$ cat config.mk
export PLATFORM = sky130hd
export DESIGN_NAME = software_timer_bank
export DESIGN_NICKNAME = d
export VERILOG_FILES = /design/src/stb_pkg.sv /design/src/stb_ctrl.sv /design/src/stb_dispatch.sv /design/src/stb_datapath.sv /design/src/stb_ctrl_top.sv /design/src/software_timer_bank.sv
export SDC_FILE = /design/constraint.sdc
export NUM_CORES = 2
export LEC_CHECK = 0
export BUFFER_PORTS_ARGS = -buffer_cell sky130_fd_sc_hd__buf_2
export CORE_ASPECT_RATIO = 1.4
export CORE_MARGIN = 2
export CORE_UTILIZATION = 28
export CTS_BUF_LIST = sky130_fd_sc_hd__clkbuf_2
export CTS_CLUSTER_SIZE = 10
export DETAILED_ROUTE_END_ITERATION = 10
export PLACE_DENSITY = 0.43
export SYNTH_ARGS = -nofsm -noshare
export SYNTH_HDL_FRONTEND = slang
export SYNTH_SLANG_ARGS = --single-unit
$ cat constraint.sdc
create_clock -name clock -period 6.15 [get_ports clock]
set_clock_uncertainty 0.05 [all_clocks]
set_input_delay 0.3075 -clock clock [delete_from_list [all_inputs] [get_ports clock]]
set_output_delay 0.3075 -clock clock [all_outputs]
set_load 0.005 [all_outputs]
$ cat src/stb_pkg.sv
// shared types, codes and constants of the software timer bank
package stb_pkg;

   localparam int TIMER_COUNT_DEFAULT = 16;
   localparam int MASK_WIDTH = 16;

   // operation codes
   localparam logic [1:0] OP_TICK = 2'd0;
   localparam logic [1:0] OP_REGISTER = 2'd1;
   localparam logic [1:0] OP_SET = 2'd2;
   localparam logic [1:0] OP_QUERY = 2'd3;

   // reply codes
   localparam logic [1:0] REPLY_STARTED = 2'd0;
   localparam logic [1:0] REPLY_UNCHANGED = 2'd1;
   localparam logic [1:0] REPLY_CLEARED = 2'd2;
   localparam logic [1:0] REPLY_NONE = 2'd3;

   typedef struct packed {
      logic [1:0]  operation;
      logic [3:0]  timer_index;
      logic [31:0] duration_ms;
      logic [7:0]  tag;
      logic        clear_request;
      logic [7:0]  flag_value;
   } req_type;

   typedef struct packed {
      logic [1:0]  reply_code;
      logic        armed;
      logic [7:0]  owner_tag;
      logic [7:0]  result_flag;
      logic [15:0] expired_mask;
   } rsp_type;

   typedef enum logic [3:0] {
      ST_IDLE,
      ST_DISPATCH,
      ST_SCAN,
      ST_DRAIN,
      ST_REG_READ,
      ST_REG_EXEC,
      ST_SET,
      ST_LOOKUP,
      ST_RESPOND
   } ctrl_state_type;

   // controller to datapath
   typedef struct packed {
      logic capture;
      logic scan_rd;
      logic reg_exec;
      logic set_exec;
      logic respond_load;
   } cmd_type;

   // datapath to controller
   typedef struct packed {
      logic [1:0] operation;
      logic       rsp_busy;
   } status_type;

endpackage

$ cat src/stb_ctrl.sv
// sequencing state machine and scan counter of the timer bank
module stb_ctrl #(
   parameter int TIMER_COUNT = stb_pkg::TIMER_COUNT_DEFAULT,
   parameter int IW = (TIMER_COUNT > 1) ? $clog2(TIMER_COUNT) : 1
) (
   input  logic                    clock,
   input  logic                    reset,
   input  logic                    req_valid,
   output logic                    req_stall,
   input  stb_pkg::ctrl_state_type first_state,
   input  logic                    rsp_busy,
   output stb_pkg::cmd_type        cmd,
   output logic [IW-1:0]           scan_addr
);
   import stb_pkg::*;

   localparam logic [IW-1:0] LAST_ENTRY = IW'(TIMER_COUNT - 1);

   ctrl_state_type state_ff, state_in;
   logic [IW-1:0]  scan_ff, scan_in;

   // state and scan counter registers
   always_ff @(posedge clock) begin
      if (reset) begin
         state_ff <= ST_IDLE;
         scan_ff  <= '0;
      end else begin
         state_ff <= state_in;
         scan_ff  <= scan_in;
      end
   end

   assign scan_addr = scan_ff;

   // next state and commands
   always_comb begin
      state_in  = state_ff;
      scan_in   = scan_ff;
      cmd       = '0;
      req_stall = 1'b1;
      unique case (state_ff)
         ST_IDLE: begin
            req_stall = 1'b0;
            if (req_valid) begin
               cmd.capture = 1'b1;
               scan_in     = '0;
               state_in    = ST_DISPATCH;
            end
         end
         // branch on the captured operation
         ST_DISPATCH: state_in = first_state;
         ST_SCAN: begin
            cmd.scan_rd = 1'b1;
            if (scan_ff == LAST_ENTRY) begin
               state_in = ST_DRAIN;
            end else begin
               scan_in = scan_ff + 1'b1;
            end
         end
         // last scanned entry is evaluated and written back here
         ST_DRAIN:    state_in = ST_LOOKUP;
         ST_REG_READ: state_in = ST_REG_EXEC;
         ST_REG_EXEC: begin
            cmd.reg_exec = 1'b1;
            state_in     = ST_LOOKUP;
         end
         ST_SET: begin
            cmd.set_exec = 1'b1;
            state_in     = ST_LOOKUP;
         end
         ST_LOOKUP:   state_in = ST_RESPOND;
         ST_RESPOND: begin
            if (!rsp_busy) begin
               cmd.respond_load = 1'b1;
               state_in         = ST_IDLE;
            end
         end
         default:     state_in = ST_IDLE;
      endcase
   end

endmodule

$ cat src/stb_dispatch.sv
// picks the first working state for a newly accepted transaction
module stb_dispatch (
   input  logic [1:0]              operation,
   output stb_pkg::ctrl_state_type first_state
);
   import stb_pkg::*;

   // operation decoder
   always_comb begin
      unique case (operation)
         OP_TICK:     first_state = ST_SCAN;
         OP_REGISTER: first_state = ST_REG_READ;
         OP_SET:      first_state = ST_SET;
         OP_QUERY:    first_state = ST_LOOKUP;
         default:     first_state = ST_LOOKUP;
      endcase
   end

endmodule

$ cat src/stb_datapath.sv
// timer storage, time counter, update logic and result register
module stb_datapath #(
   parameter int TIMER_COUNT = stb_pkg::TIMER_COUNT_DEFAULT,
   parameter int IW = (TIMER_COUNT > 1) ? $clog2(TIMER_COUNT) : 1
) (
   input  logic                clock,
   input  logic                reset,
   input  stb_pkg::req_type    req_data,
   output logic                rsp_valid,
   input  logic                rsp_stall,
   output stb_pkg::rsp_type    rsp_data,
   input  stb_pkg::cmd_type    cmd,
   input  logic [IW-1:0]       scan_addr,
   output stb_pkg::status_type status
);
   import stb_pkg::*;

   // entry memories, reset values supplied by the valid bits below
   logic [31:0] len_mem   [TIMER_COUNT];
   logic [31:0] start_mem [TIMER_COUNT];
   logic [7:0]  tag_mem   [TIMER_COUNT];
   logic [7:0]  flag_mem  [TIMER_COUNT];

   logic [TIMER_COUNT-1:0] armed_ff, tag_vld_ff, flag_vld_ff, flag_nz_ff;

   req_type     item_ff;
   logic [31:0] time_now_ff;
   logic [1:0]  reply_ff;
   logic [31:0] len_rd_ff, start_rd_ff;
   logic [7:0]  tag_rd_ff, flag_rd_ff;
   logic        eval_ff;
   logic [IW-1:0] eval_idx_ff;
   rsp_type     rsp_ff;
   logic        rsp_valid_ff;

   logic          idx_ok;
   logic [IW-1:0] item_addr, rd_addr, wr_addr;
   logic [7:0]    tag_cur;
   logic          idle, hit;
   logic          len_we, start_we, tag_we, flag_we, armed_we, armed_wd;
   logic [31:0]   len_wd;
   logic [7:0]    flag_wd;
   logic          reply_we;
   logic [1:0]    reply_wd;
   logic [MASK_WIDTH-1:0] mask;
   rsp_type       rsp_next;

   assign idx_ok    = 32'(item_ff.timer_index) < 32'(TIMER_COUNT);
   assign item_addr = IW'(item_ff.timer_index);
   assign rd_addr   = cmd.scan_rd ? scan_addr : item_addr;
   assign wr_addr   = eval_ff ? eval_idx_ff : item_addr;
   assign tag_cur   = tag_vld_ff[item_addr] ? tag_rd_ff : 8'd0;
   assign idle      = !armed_ff[item_addr] || (len_rd_ff == 32'd0);
   assign hit       = eval_ff && armed_ff[eval_idx_ff] &&
                      ((time_now_ff - start_rd_ff) >= len_rd_ff);

   // update decision for scan, register and set transactions
   always_comb begin
      len_we   = 1'b0;
      start_we = 1'b0;
      tag_we   = 1'b0;
      flag_we  = 1'b0;
      armed_we = 1'b0;
      armed_wd = 1'b0;
      len_wd   = item_ff.duration_ms;
      flag_wd  = 8'd0;
      reply_we = 1'b0;
      reply_wd = REPLY_UNCHANGED;
      if (hit) begin
         flag_we = 1'b1;
         flag_wd = 8'd1;
      end
      if (cmd.reg_exec && idx_ok) begin
         reply_we = 1'b1;
         if (idle || (!item_ff.clear_request && item_ff.tag != 8'd0 &&
                      item_ff.tag != tag_cur)) begin
            reply_wd = REPLY_STARTED;
            len_we   = 1'b1;
            start_we = 1'b1;
            tag_we   = 1'b1;
            flag_we  = 1'b1;
            armed_we = 1'b1;
            armed_wd = 1'b1;
         end else if (item_ff.clear_request) begin
            reply_wd = REPLY_CLEARED;
            len_we   = 1'b1;
            len_wd   = 32'd0;
            start_we = 1'b1;
            flag_we  = 1'b1;
            armed_we = 1'b1;
         end
      end
      if (cmd.set_exec && idx_ok) begin
         flag_we = 1'b1;
         flag_wd = item_ff.flag_value;
      end
   end

   // memory write and registered read
   always_ff @(posedge clock) begin
      if (len_we)   len_mem[wr_addr]   <= len_wd;
      if (start_we) start_mem[wr_addr] <= time_now_ff;
      if (tag_we)   tag_mem[wr_addr]   <= item_ff.tag;
      if (flag_we)  flag_mem[wr_addr]  <= flag_wd;
      len_rd_ff   <= len_mem[rd_addr];
      start_rd_ff <= start_mem[rd_addr];
      tag_rd_ff   <= tag_mem[rd_addr];
      flag_rd_ff  <= flag_mem[rd_addr];
      eval_idx_ff <= scan_addr;
   end

   // per-entry bits, time counter and scan pipeline flag
   always_ff @(posedge clock) begin
      if (reset) begin
         armed_ff    <= '0;
         tag_vld_ff  <= '0;
         flag_vld_ff <= '0;
         flag_nz_ff  <= '0;
         time_now_ff <= '0;
         eval_ff     <= 1'b0;
      end else begin
         eval_ff <= cmd.scan_rd;
         if (armed_we) armed_ff[wr_addr] <= armed_wd;
         if (tag_we)   tag_vld_ff[wr_addr] <= 1'b1;
         if (flag_we) begin
            flag_vld_ff[wr_addr] <= 1'b1;
            flag_nz_ff[wr_addr]  <= flag_wd != 8'd0;
         end
         if (cmd.capture && req_data.operation == OP_TICK) begin
            time_now_ff <= time_now_ff + 32'd1;
         end
      end
   end

   // captured transaction and reply code
   always_ff @(posedge clock) begin
      if (cmd.capture) begin
         item_ff  <= req_data;
         reply_ff <= (req_data.operation == OP_REGISTER) ? REPLY_UNCHANGED : REPLY_NONE;
      end else if (reply_we) begin
         reply_ff <= reply_wd;
      end
   end

   // expired mask over the addressable timers
   for (genvar g = 0; g < MASK_WIDTH; g++) begin : g_mask
      if (g < TIMER_COUNT) begin : g_live
         assign mask[g] = flag_nz_ff[g];
      end else begin : g_none
         assign mask[g] = 1'b0;
      end
   end

   // result assembly
   always_comb begin
      rsp_next              = '0;
      rsp_next.reply_code   = reply_ff;
      rsp_next.expired_mask = mask;
      if (idx_ok) begin
         rsp_next.armed       = armed_ff[item_addr];
         rsp_next.owner_tag   = tag_cur;
         rsp_next.result_flag = flag_vld_ff[item_addr] ? flag_rd_ff : 8'd0;
      end
   end

   // output register
   always_ff @(posedge clock) begin
      if (reset) begin
         rsp_valid_ff <= 1'b0;
      end else if (cmd.respond_load) begin
         rsp_valid_ff <= 1'b1;
      end else if (!rsp_stall) begin
         rsp_valid_ff <= 1'b0;
      end
   end

   always_ff @(posedge clock) begin
      if (cmd.respond_load) rsp_ff <= rsp_next;
   end

   assign rsp_valid          = rsp_valid_ff;
   assign rsp_data           = rsp_ff;
   assign status.operation   = item_ff.operation;
   assign status.rsp_busy    = rsp_valid_ff && rsp_stall;

endmodule

$ cat src/stb_ctrl_top.sv
// controller wrapper joining the state machine with the operation decoder
module stb_ctrl_top #(
   parameter int TIMER_COUNT = stb_pkg::TIMER_COUNT_DEFAULT,
   parameter int IW = (TIMER_COUNT > 1) ? $clog2(TIMER_COUNT) : 1
) (
   input  logic                clock,
   input  logic                reset,
   input  logic                req_valid,
   output logic                req_stall,
   input  stb_pkg::status_type status,
   output stb_pkg::cmd_type    cmd,
   output logic [IW-1:0]       scan_addr
);
   import stb_pkg::*;

   ctrl_state_type first_state;

   // operation decoder
   stb_dispatch u_dispatch (
      .operation   (status.operation),
      .first_state (first_state)
   );

   // sequencing state machine
   stb_ctrl #(
      .TIMER_COUNT (TIMER_COUNT),
      .IW          (IW)
   ) u_fsm (
      .clock       (clock),
      .reset       (reset),
      .req_valid   (req_valid),
      .req_stall   (req_stall),
      .first_state (first_state),
      .rsp_busy    (status.rsp_busy),
      .cmd         (cmd),
      .scan_addr   (scan_addr)
   );

endmodule

$ cat src/software_timer_bank.sv
// top level of the software timer bank
//
//  channel  direction  handshake            payload
//  req      in         req_valid/req_stall  stb_pkg::req_type
//  rsp      out        rsp_valid/rsp_stall  stb_pkg::rsp_type
//
// a tick scans every timer entry from acceptance until its result can be
// taken: the scan reads one timer entry per cycle through the single read port.
// register, set and query skip the scan; the next transaction is taken
// once the result sits in the output register, even while it is stalled.
// reset is synchronous and clears the time counter and all per-timer bits
// at once, so no clearing pass follows it.
module software_timer_bank #(
   parameter int TIMER_COUNT = stb_pkg::TIMER_COUNT_DEFAULT
) (
   input  logic             clock,
   input  logic             reset,
   input  logic             req_valid,
   output logic             req_stall,
   input  stb_pkg::req_type req_data,
   output logic             rsp_valid,
   input  logic             rsp_stall,
   output stb_pkg::rsp_type rsp_data
);
   import stb_pkg::*;

   localparam int IW = (TIMER_COUNT > 1) ? $clog2(TIMER_COUNT) : 1;

   cmd_type       cmd;
   status_type    status;
   logic [IW-1:0] scan_addr;

   // sequencer
   stb_ctrl_top #(
      .TIMER_COUNT (TIMER_COUNT),
      .IW          (IW)
   ) u_ctrl (
      .clock     (clock),
      .reset     (reset),
      .req_valid (req_valid),
      .req_stall (req_stall),
      .status    (status),
      .cmd       (cmd),
      .scan_addr (scan_addr)
   );

   // storage and update datapath
   stb_datapath #(
      .TIMER_COUNT (TIMER_COUNT),
      .IW          (IW)
   ) u_datapath (
      .clock     (clock),
      .reset     (reset),
      .req_data  (req_data),
      .rsp_valid (rsp_valid),
      .rsp_stall (rsp_stall),
      .rsp_data  (rsp_data),
      .cmd       (cmd),
      .scan_addr (scan_addr),
      .status    (status)
   );

endmodule

# ---- After elaboration in Yosys (flattened, before gate mapping)
# Memories as Yosys holds them, arrays and structs flattened. A register that Yosys moved wholly into a read port is not among the register bits.
# Index checks and enable logic that the tools add are counted.
# W data, S select, Z words.
dict set report totals {
  register_bits 202
  ramBits 1280
  out_inout_bits 37
  memories 4
}
dict set report classes {
  addsub 3
  magnitude_cmp 5
  eq_ne 19
  muxes 61
  bitwise_logic 2
  n_reduce_logical 22
}
# memory words width read_ports rd_ports_with_merged_regs write_ports line
set mem_list {}
lappend mem_list {u_datapath.len_mem 16 32 1 1 1 stb_datapath.sv:19} ;# logic [31:0] len_mem [TIMER_COUNT];
lappend mem_list {u_datapath.start_mem 16 32 1 1 1 stb_datapath.sv:20} ;# logic [31:0] start_mem [TIMER_COUNT];
lappend mem_list {u_datapath.flag_mem 16 8 1 1 1 stb_datapath.sv:22} ;# logic [7:0] flag_mem [TIMER_COUNT];
lappend mem_list {u_datapath.tag_mem 16 8 1 1 1 stb_datapath.sv:21} ;# logic [7:0] tag_mem [TIMER_COUNT];
# cell count
set ops {}
lappend ops {{$mux W32} 3}
lappend ops {{$mux W1} 33}
lappend ops {{$add A32 B1 Y32 const B} 1}
lappend ops {{$bwmux W16} 2}
lappend ops {{$ge A32 B32 Y1} 1}
lappend ops {{$logic_not A32 Y1} 1}
lappend ops {{$or A16 B16 Y16} 2}
lappend ops {{$sub A32 B32 Y32} 1}
lappend ops {{$mux W4} 7}
lappend ops {{$pmux W4 S7} 1}
lappend ops {{$bmux W1 S4} 4}
lappend ops {{$eq A4 B3 Y1 const B} 4}
lappend ops {{$mux W8} 2}
lappend ops {{$pmux W4 S4} 1}
lappend ops {{$reduce_bool A8 Y1} 2}
lappend ops {{$lt A4 B5 Y1 const B} 3}
lappend ops {{$mux W2} 6}
lappend ops {{$eq A4 B2 Y1 const B} 2}
lappend ops {{$eq A4 B4 Y1 const B} 2}
lappend ops {{$ne A2 B2 Y1 const B} 4}
lappend ops {{$ne A8 B8 Y1} 1}
lappend ops {{$pmux W4 S2} 1}
lappend ops {{$logic_and A1 B1 Y1} 7}
lappend ops {{$reduce_and A3 Y1} 2}
lappend ops {{13 further kinds} 19}

# ---- Longest topological paths before layout
dict set report depth {
  depth_word 11
  depth_mapped 24
  ltp_nobuf 23
}

# ---- By module
# A second synthesis with hierarchy kept.
dict set report hier_totals {
  cells_unflattened 3412
  hier_area_um2 61521.5
}
# mod instances cells_each area_per_inst_um2
set by_module_without_submodules {}
lappend by_module_without_submodules {stb_datapath 1 3346 61026.0}
lappend by_module_without_submodules {stb_ctrl 1 61 464.2}
lappend by_module_without_submodules {stb_dispatch 1 5 31.3}

# ---- Worst setup path before layout
# No wires, ideal clock.
dict set report synth_path {
  path_kind {reg2reg}
  startpoint {register u_datapath.item_ff (netlist bit u_datapath.item_addr[0])}
  endpoint {memory u_datapath.len_mem[0][0], enable pin}
  setup_ns 0.487
  arrival_time_ns 4.918
  required_time_ns 5.613
  setup_slack_ns 0.696
  path_stages_with_launch 11
  path_cell_list {edfxtp_1 > buf_6 > mux4_2 > mux2_2 > a311oi_1 > a31oi_1 > a31oi_1 > o21ai_2 > buf_4 > buf_2 > nor2_1}
}
dict set report synth_between {
  elab_chain_len 10
  word_cells_on_any_way 15
  cone_classes {eq/ne (1); mux (10); reduce/logical (4)}
}
# item line
set synth_rtl {}
lappend synth_rtl {{from (decl)} stb_datapath.sv:26} ;# req_type item_ff;
lappend synth_rtl {{from (signal assigned)} stb_datapath.sv:138} ;# item_ff <= req_data;
lappend synth_rtl {{$bmux W1 S4} stb_datapath.sv:52} ;# assign tag_cur = tag_vld_ff[item_addr] ? tag_rd_ff : 8'd0;
lappend synth_rtl {{$mux W1 (implied by the code)} stb_datapath.sv:52}
lappend synth_rtl {{$mux W8} stb_datapath.sv:52}
lappend synth_rtl {{$ne A8 B8 Y1} stb_datapath.sv:76} ;# item_ff.tag != tag_cur)) begin
lappend synth_rtl {{$logic_and A1 B1 Y1} stb_datapath.sv:75} ;# if (idle || (!item_ff.clear_request && item_ff.tag != 8'd0 &&
lappend synth_rtl {{$logic_or A1 B1 Y1} stb_datapath.sv:75}
lappend synth_rtl {{$mux W1} stb_datapath.sv:75}
lappend synth_rtl {{$mux W1} stb_datapath.sv:73} ;# if (cmd.reg_exec && idx_ok) begin
lappend synth_rtl {{$mux W1} stb_datapath.sv:101} ;# if (len_we) len_mem[wr_addr] <= len_wd;
lappend synth_rtl {{$mux W1 (implied by the code)} stb_datapath.sv:101}
lappend synth_rtl {{to (decl)} stb_datapath.sv:19}
# Parallel ways exist; a longest one is shown, timed or not. The select of a mux whose other input is x is not followed.

# ---- Worst setup path after layout
dict set report layout_path {
  startpoint {register u_datapath.time_now_ff[14]}
  endpoint {memory u_datapath.flag_mem[10][6], enable pin}
}
dict set report layout_between {
  elab_chain_len 10
}
# item line
set layout_rtl {}
lappend layout_rtl {{from (decl)} stb_datapath.sv:27} ;# logic [31:0] time_now_ff;
lappend layout_rtl {{from (signal assigned)} stb_datapath.sv:130} ;# time_now_ff <= time_now_ff + 32'd1;
lappend layout_rtl {{$sub A32 B32 Y32 *} stb_datapath.sv:55} ;# ((time_now_ff - start_rd_ff) >= len_rd_ff);
lappend layout_rtl {{$ge A32 B32 Y1 *} stb_datapath.sv:55}
lappend layout_rtl {{$logic_and A1 B1 Y1 *} stb_datapath.sv:54} ;# assign hit = eval_ff && armed_ff[eval_idx_ff] &&
lappend layout_rtl {{$mux W1 *} stb_datapath.sv:69} ;# if (hit) begin
lappend layout_rtl {{$mux W1} stb_datapath.sv:84} ;# end else if (item_ff.clear_request) begin
lappend layout_rtl {{$mux W1} stb_datapath.sv:75}
lappend layout_rtl {{$mux W1 *} stb_datapath.sv:73}
lappend layout_rtl {{$mux W1 *} stb_datapath.sv:93} ;# if (cmd.set_exec && idx_ok) begin
lappend layout_rtl {{$mux W1 *} stb_datapath.sv:104} ;# if (flag_we) flag_mem[wr_addr] <= flag_wd;
lappend layout_rtl {{$mux W1 (implied by the code) *} stb_datapath.sv:104}
lappend layout_rtl {{to (decl)} stb_datapath.sv:22}
# Mark *: on every way between the ends. The rest lies on a longest branch, timed or not.

==> flow_summary.ini <==
[route]
wire_per_inst_um = 23.6
drt-total-wl_um = 168000
ant_nets = 0
vias_per_cell = 4.64
num_vias = 33000
drc = 0
drt_iter0_markers = 1942
firstDrtPassIters = 5

[global_route]
track_usage = 0.150
grt_pass1_vias = 35900
grt_first_pass_wirelength_um = 244000
grt_start_max_net_pins = 82
antenna_found_initial = 9
grt-ovfl-total = 0

[synth]
synth_top_area_frac = 0.673
synth_fp_nets = 3477
synthArstFlopShare = 0
synth_cell_types = 75
yosys.area.top_type = edfxtp_1
post_synth.cell_area_avg_um2 = 18.3
synthTopCellsByArea = edfxtp_1 67%, mux4_2 12%, dfxtp_1 6.2%
yosysMostFrequentCell = edfxtp_1
syn_inst = 3352
syn-cell-area_um2 = 61200
yosys_warnings = 0
ys_ff_latch = 1562
synth-seq-area-share = 0.735
synth_top_cells_by_count = 1372 x edfxtp_1, 339 x mux4_2, 232 x nand2_1, 190 x dfxtp_1, 133 x and2_1
ys.flop_type = edfxtp_1
synth_edf_count = 1372

[place]
dpl_cell_area_um2 = 66200
gp_congestion = 0.791
post-place-cells = 6282
dp_hpwl_um = 92200
port_buffers = 95

[sta]
grt_setup_unrepaired = no
max_clock_freq_mhz = 181
finalSetupViolCount = 0
min_period_ns = 5.54
final_hold_viol_count = 0
worstMarginPinSlew_ns = 1.16
period_share = 0.901
setup_tns_ns = 0
slew_violations = 0
relSlewSlack = 0.215

[final_layout]
areaGrowthSynthToFinish_pct = 16.4
drive_above_1_share = 0.289
layout.nets = 4082
design_area_um2 = 71300
final_cells = 7104
multiInputGateArea_um2 = 15200
regArea_um2 = 45000
final.fill_count = 21400

[clocking]
clk_latency_ns = 1.57
cts_tree = built
clk_path_buf_depth = 4
numCtsBuffers = 370
ctsRootBufferMaster = clkbuf_2
path_clk_slew_ns = 0.12
ctsHtreeMaxLevel = 5
clkSinkCount = 1562

[power]
p_sw_uw = 6300
ir_drop_uv = 124
p_comb_frac = 0.145
p_sw_frac = 0.286
p_seq_frac = 0.549
p_leak_uw = 0.0248
power.internal_uw = 15700
power_density_nw_per_um2 = 309
clockPowerShare = 0.306
power_uw = 22000

[floorplanning]
die-width_um = 399
coreArea_um2 = 218000
num_io_pins = 96
start_util = 0.281
die-area_um2 = 223000
rows = 203
die_height_um = 557

[job]
maxCapViolCount = 0

[critical_path]
required_ns = 7.27
r2r_start = u_datapath.time_now_ff[14]
reg2reg_depth = 22
crit_path_start = u_datapath.time_now_ff[14]
path_max_fanout = 20
crit_path_start_kind = flop
reg2reg_setup_slack_ns = 0.61
criticalPathCategory = reg2reg
crit_path_end_kind = flop
arrival_ns = 6.65
r2r-end = u_datapath.flag_mem[10][6]

[worst_hold_path]
hp-start = req_data[8]
hp-class = in2reg
min_to = u_datapath.item_ff[8]
whs_path_depth = 3

[status]
status = finished clean
==> logic make-up (layout without fill, tap and decap cells) <==
family          count (synthesis)  after routing  synth area share
simple gates                  600            600            0.0471
other cells                     0              6                 0
fa+ha+maj                      66             66            0.0136
flops                        1562           1562             0.735
buf+inv                       289           1165            0.0203
compound gates                430            430            0.0499
mux                           349            349             0.126
xor+xnor                       56             56           0.00801
==> repair_timing <==
| item | in CTS | in global routing |
|---|---|---|
| hold buffers | 173 | 0 |
| endpoints found under the setup margin | 0 | 16 |
| resized for setup | 0 | 1 |
| buffers inserted | 0 | 0 |
| endpoints found under the hold margin | 218 | 0 |
==> cell type report <==
cell class,instances,share of cell area
well taps,2870,0.0504
flip-flops and latches,1562,0.631
clock buffers,539,0.0378
clock inverters,104,0.00847
repair buffers,394,0.0520
multi-input cells,1501,0.213
inverters,128,0.00676
diodes,6,0.000211
==> worst max-delay path: stages (launching register included) <==
cell and delay (ns):
dfxtp_1 0.72, ha_1 0.43, a21oi_1 0.17, o21ai_0 0.11, a31oi_1 0.21, o21ai_0 0.14
o31ai_2 0.36, a21oi_1 0.18, a31o_2 0.29, a221oi_1 0.28, xnor2_1 0.13, ha_1 0.31
nand4_1 0.13, nor2_1 0.17, nand2_1 0.11, o221ai_1 0.22, a21oi_1 0.11, a21oi_1 0.15
buf_4 0.20, nor2_2 0.06, buf_4 0.21, a21oi_2 0.22, buf_12 0.17
==> flip-flops by register name, summed over array words and instances, names as in the netlist, 32 cells and up <==
register	count
u_datapath.flag_mem	128
u_datapath.item_ff	49
u_datapath.len_mem	512
u_datapath.len_rd_ff	32
u_datapath.rsp_data	35
u_datapath.start_mem	512
u_datapath.start_rd_ff	32
u_datapath.tag_mem	128
u_datapath.time_now_ff	32
==> how the worst max path moves through the flow <==
stage	cells after the start	endpoint	slack, ns
2_1_floorplan	10	u_datapath.len_mem[0][0]	0.70
3_3_place_gp	24	u_datapath.flag_mem[0][6]	0.57
3_5_place_dp	24	u_datapath.flag_mem[0][1]	0.59
4_1_cts	24	u_datapath.flag_mem[10][4]	0.41
5_1_grt	23	u_datapath.flag_nz_ff[8]	0.15
6_report	22	u_datapath.flag_mem[10][6]	0.61
==> per-stage QoR <==
step	utilization	setup WS [ns]	hold slack, ns
after global routing	0.327	0.147	0.153
final	0.327	0.612	0.267
after detailed placement	0.304	0.586	0.370
after global placement	0.304	0.566	0.357
after floorplan	-	0.696	0.328
after CTS	0.327	0.412	0.0737
==> layer usage <==
metal | up-vias | part of all wire | global-route usage
met1 | 17200 | 0.40 | 0.178
met3 | 289 | 0.046 | 0.0320
met2 | 760 | 0.52 | 0.269
li1 | 14700 | - | -
met4 | 8 | 0.026 | 0.0488
met5 | - | 0.00031 | 0
==> power by group through the flow <==
stage,combinational [uW],sequential (uW),clock [uW]
3_3_place_gp,3210,12300,0
3_5_place_dp,3200,12300,0
4_1_cts,3300,12100,7090
6_report,3210,12100,6740
5_1_grt,3530,12100,7560
2_1_floorplan,2160,12200,0
==> placed cells by master, fill, tap and decap left out, types with 34 or more instances in the layout <==
master            n
a211oi_1         84
a21oi_1          76
a31oi_1          87
and2_1          133
buf_12           43
buf_2            94
buf_4            85
clkbuf_2        539
clkinv_1         72
dfxtp_1         190
dlygate4sd3_1   171
edfxtp_1       1372
ha_1             65
inv_1           126
mux4_2          339
nand2_1         232
nand3_1          34
nor2_1           96
o21ai_0          47
Power figures use the tool's default switching activity.
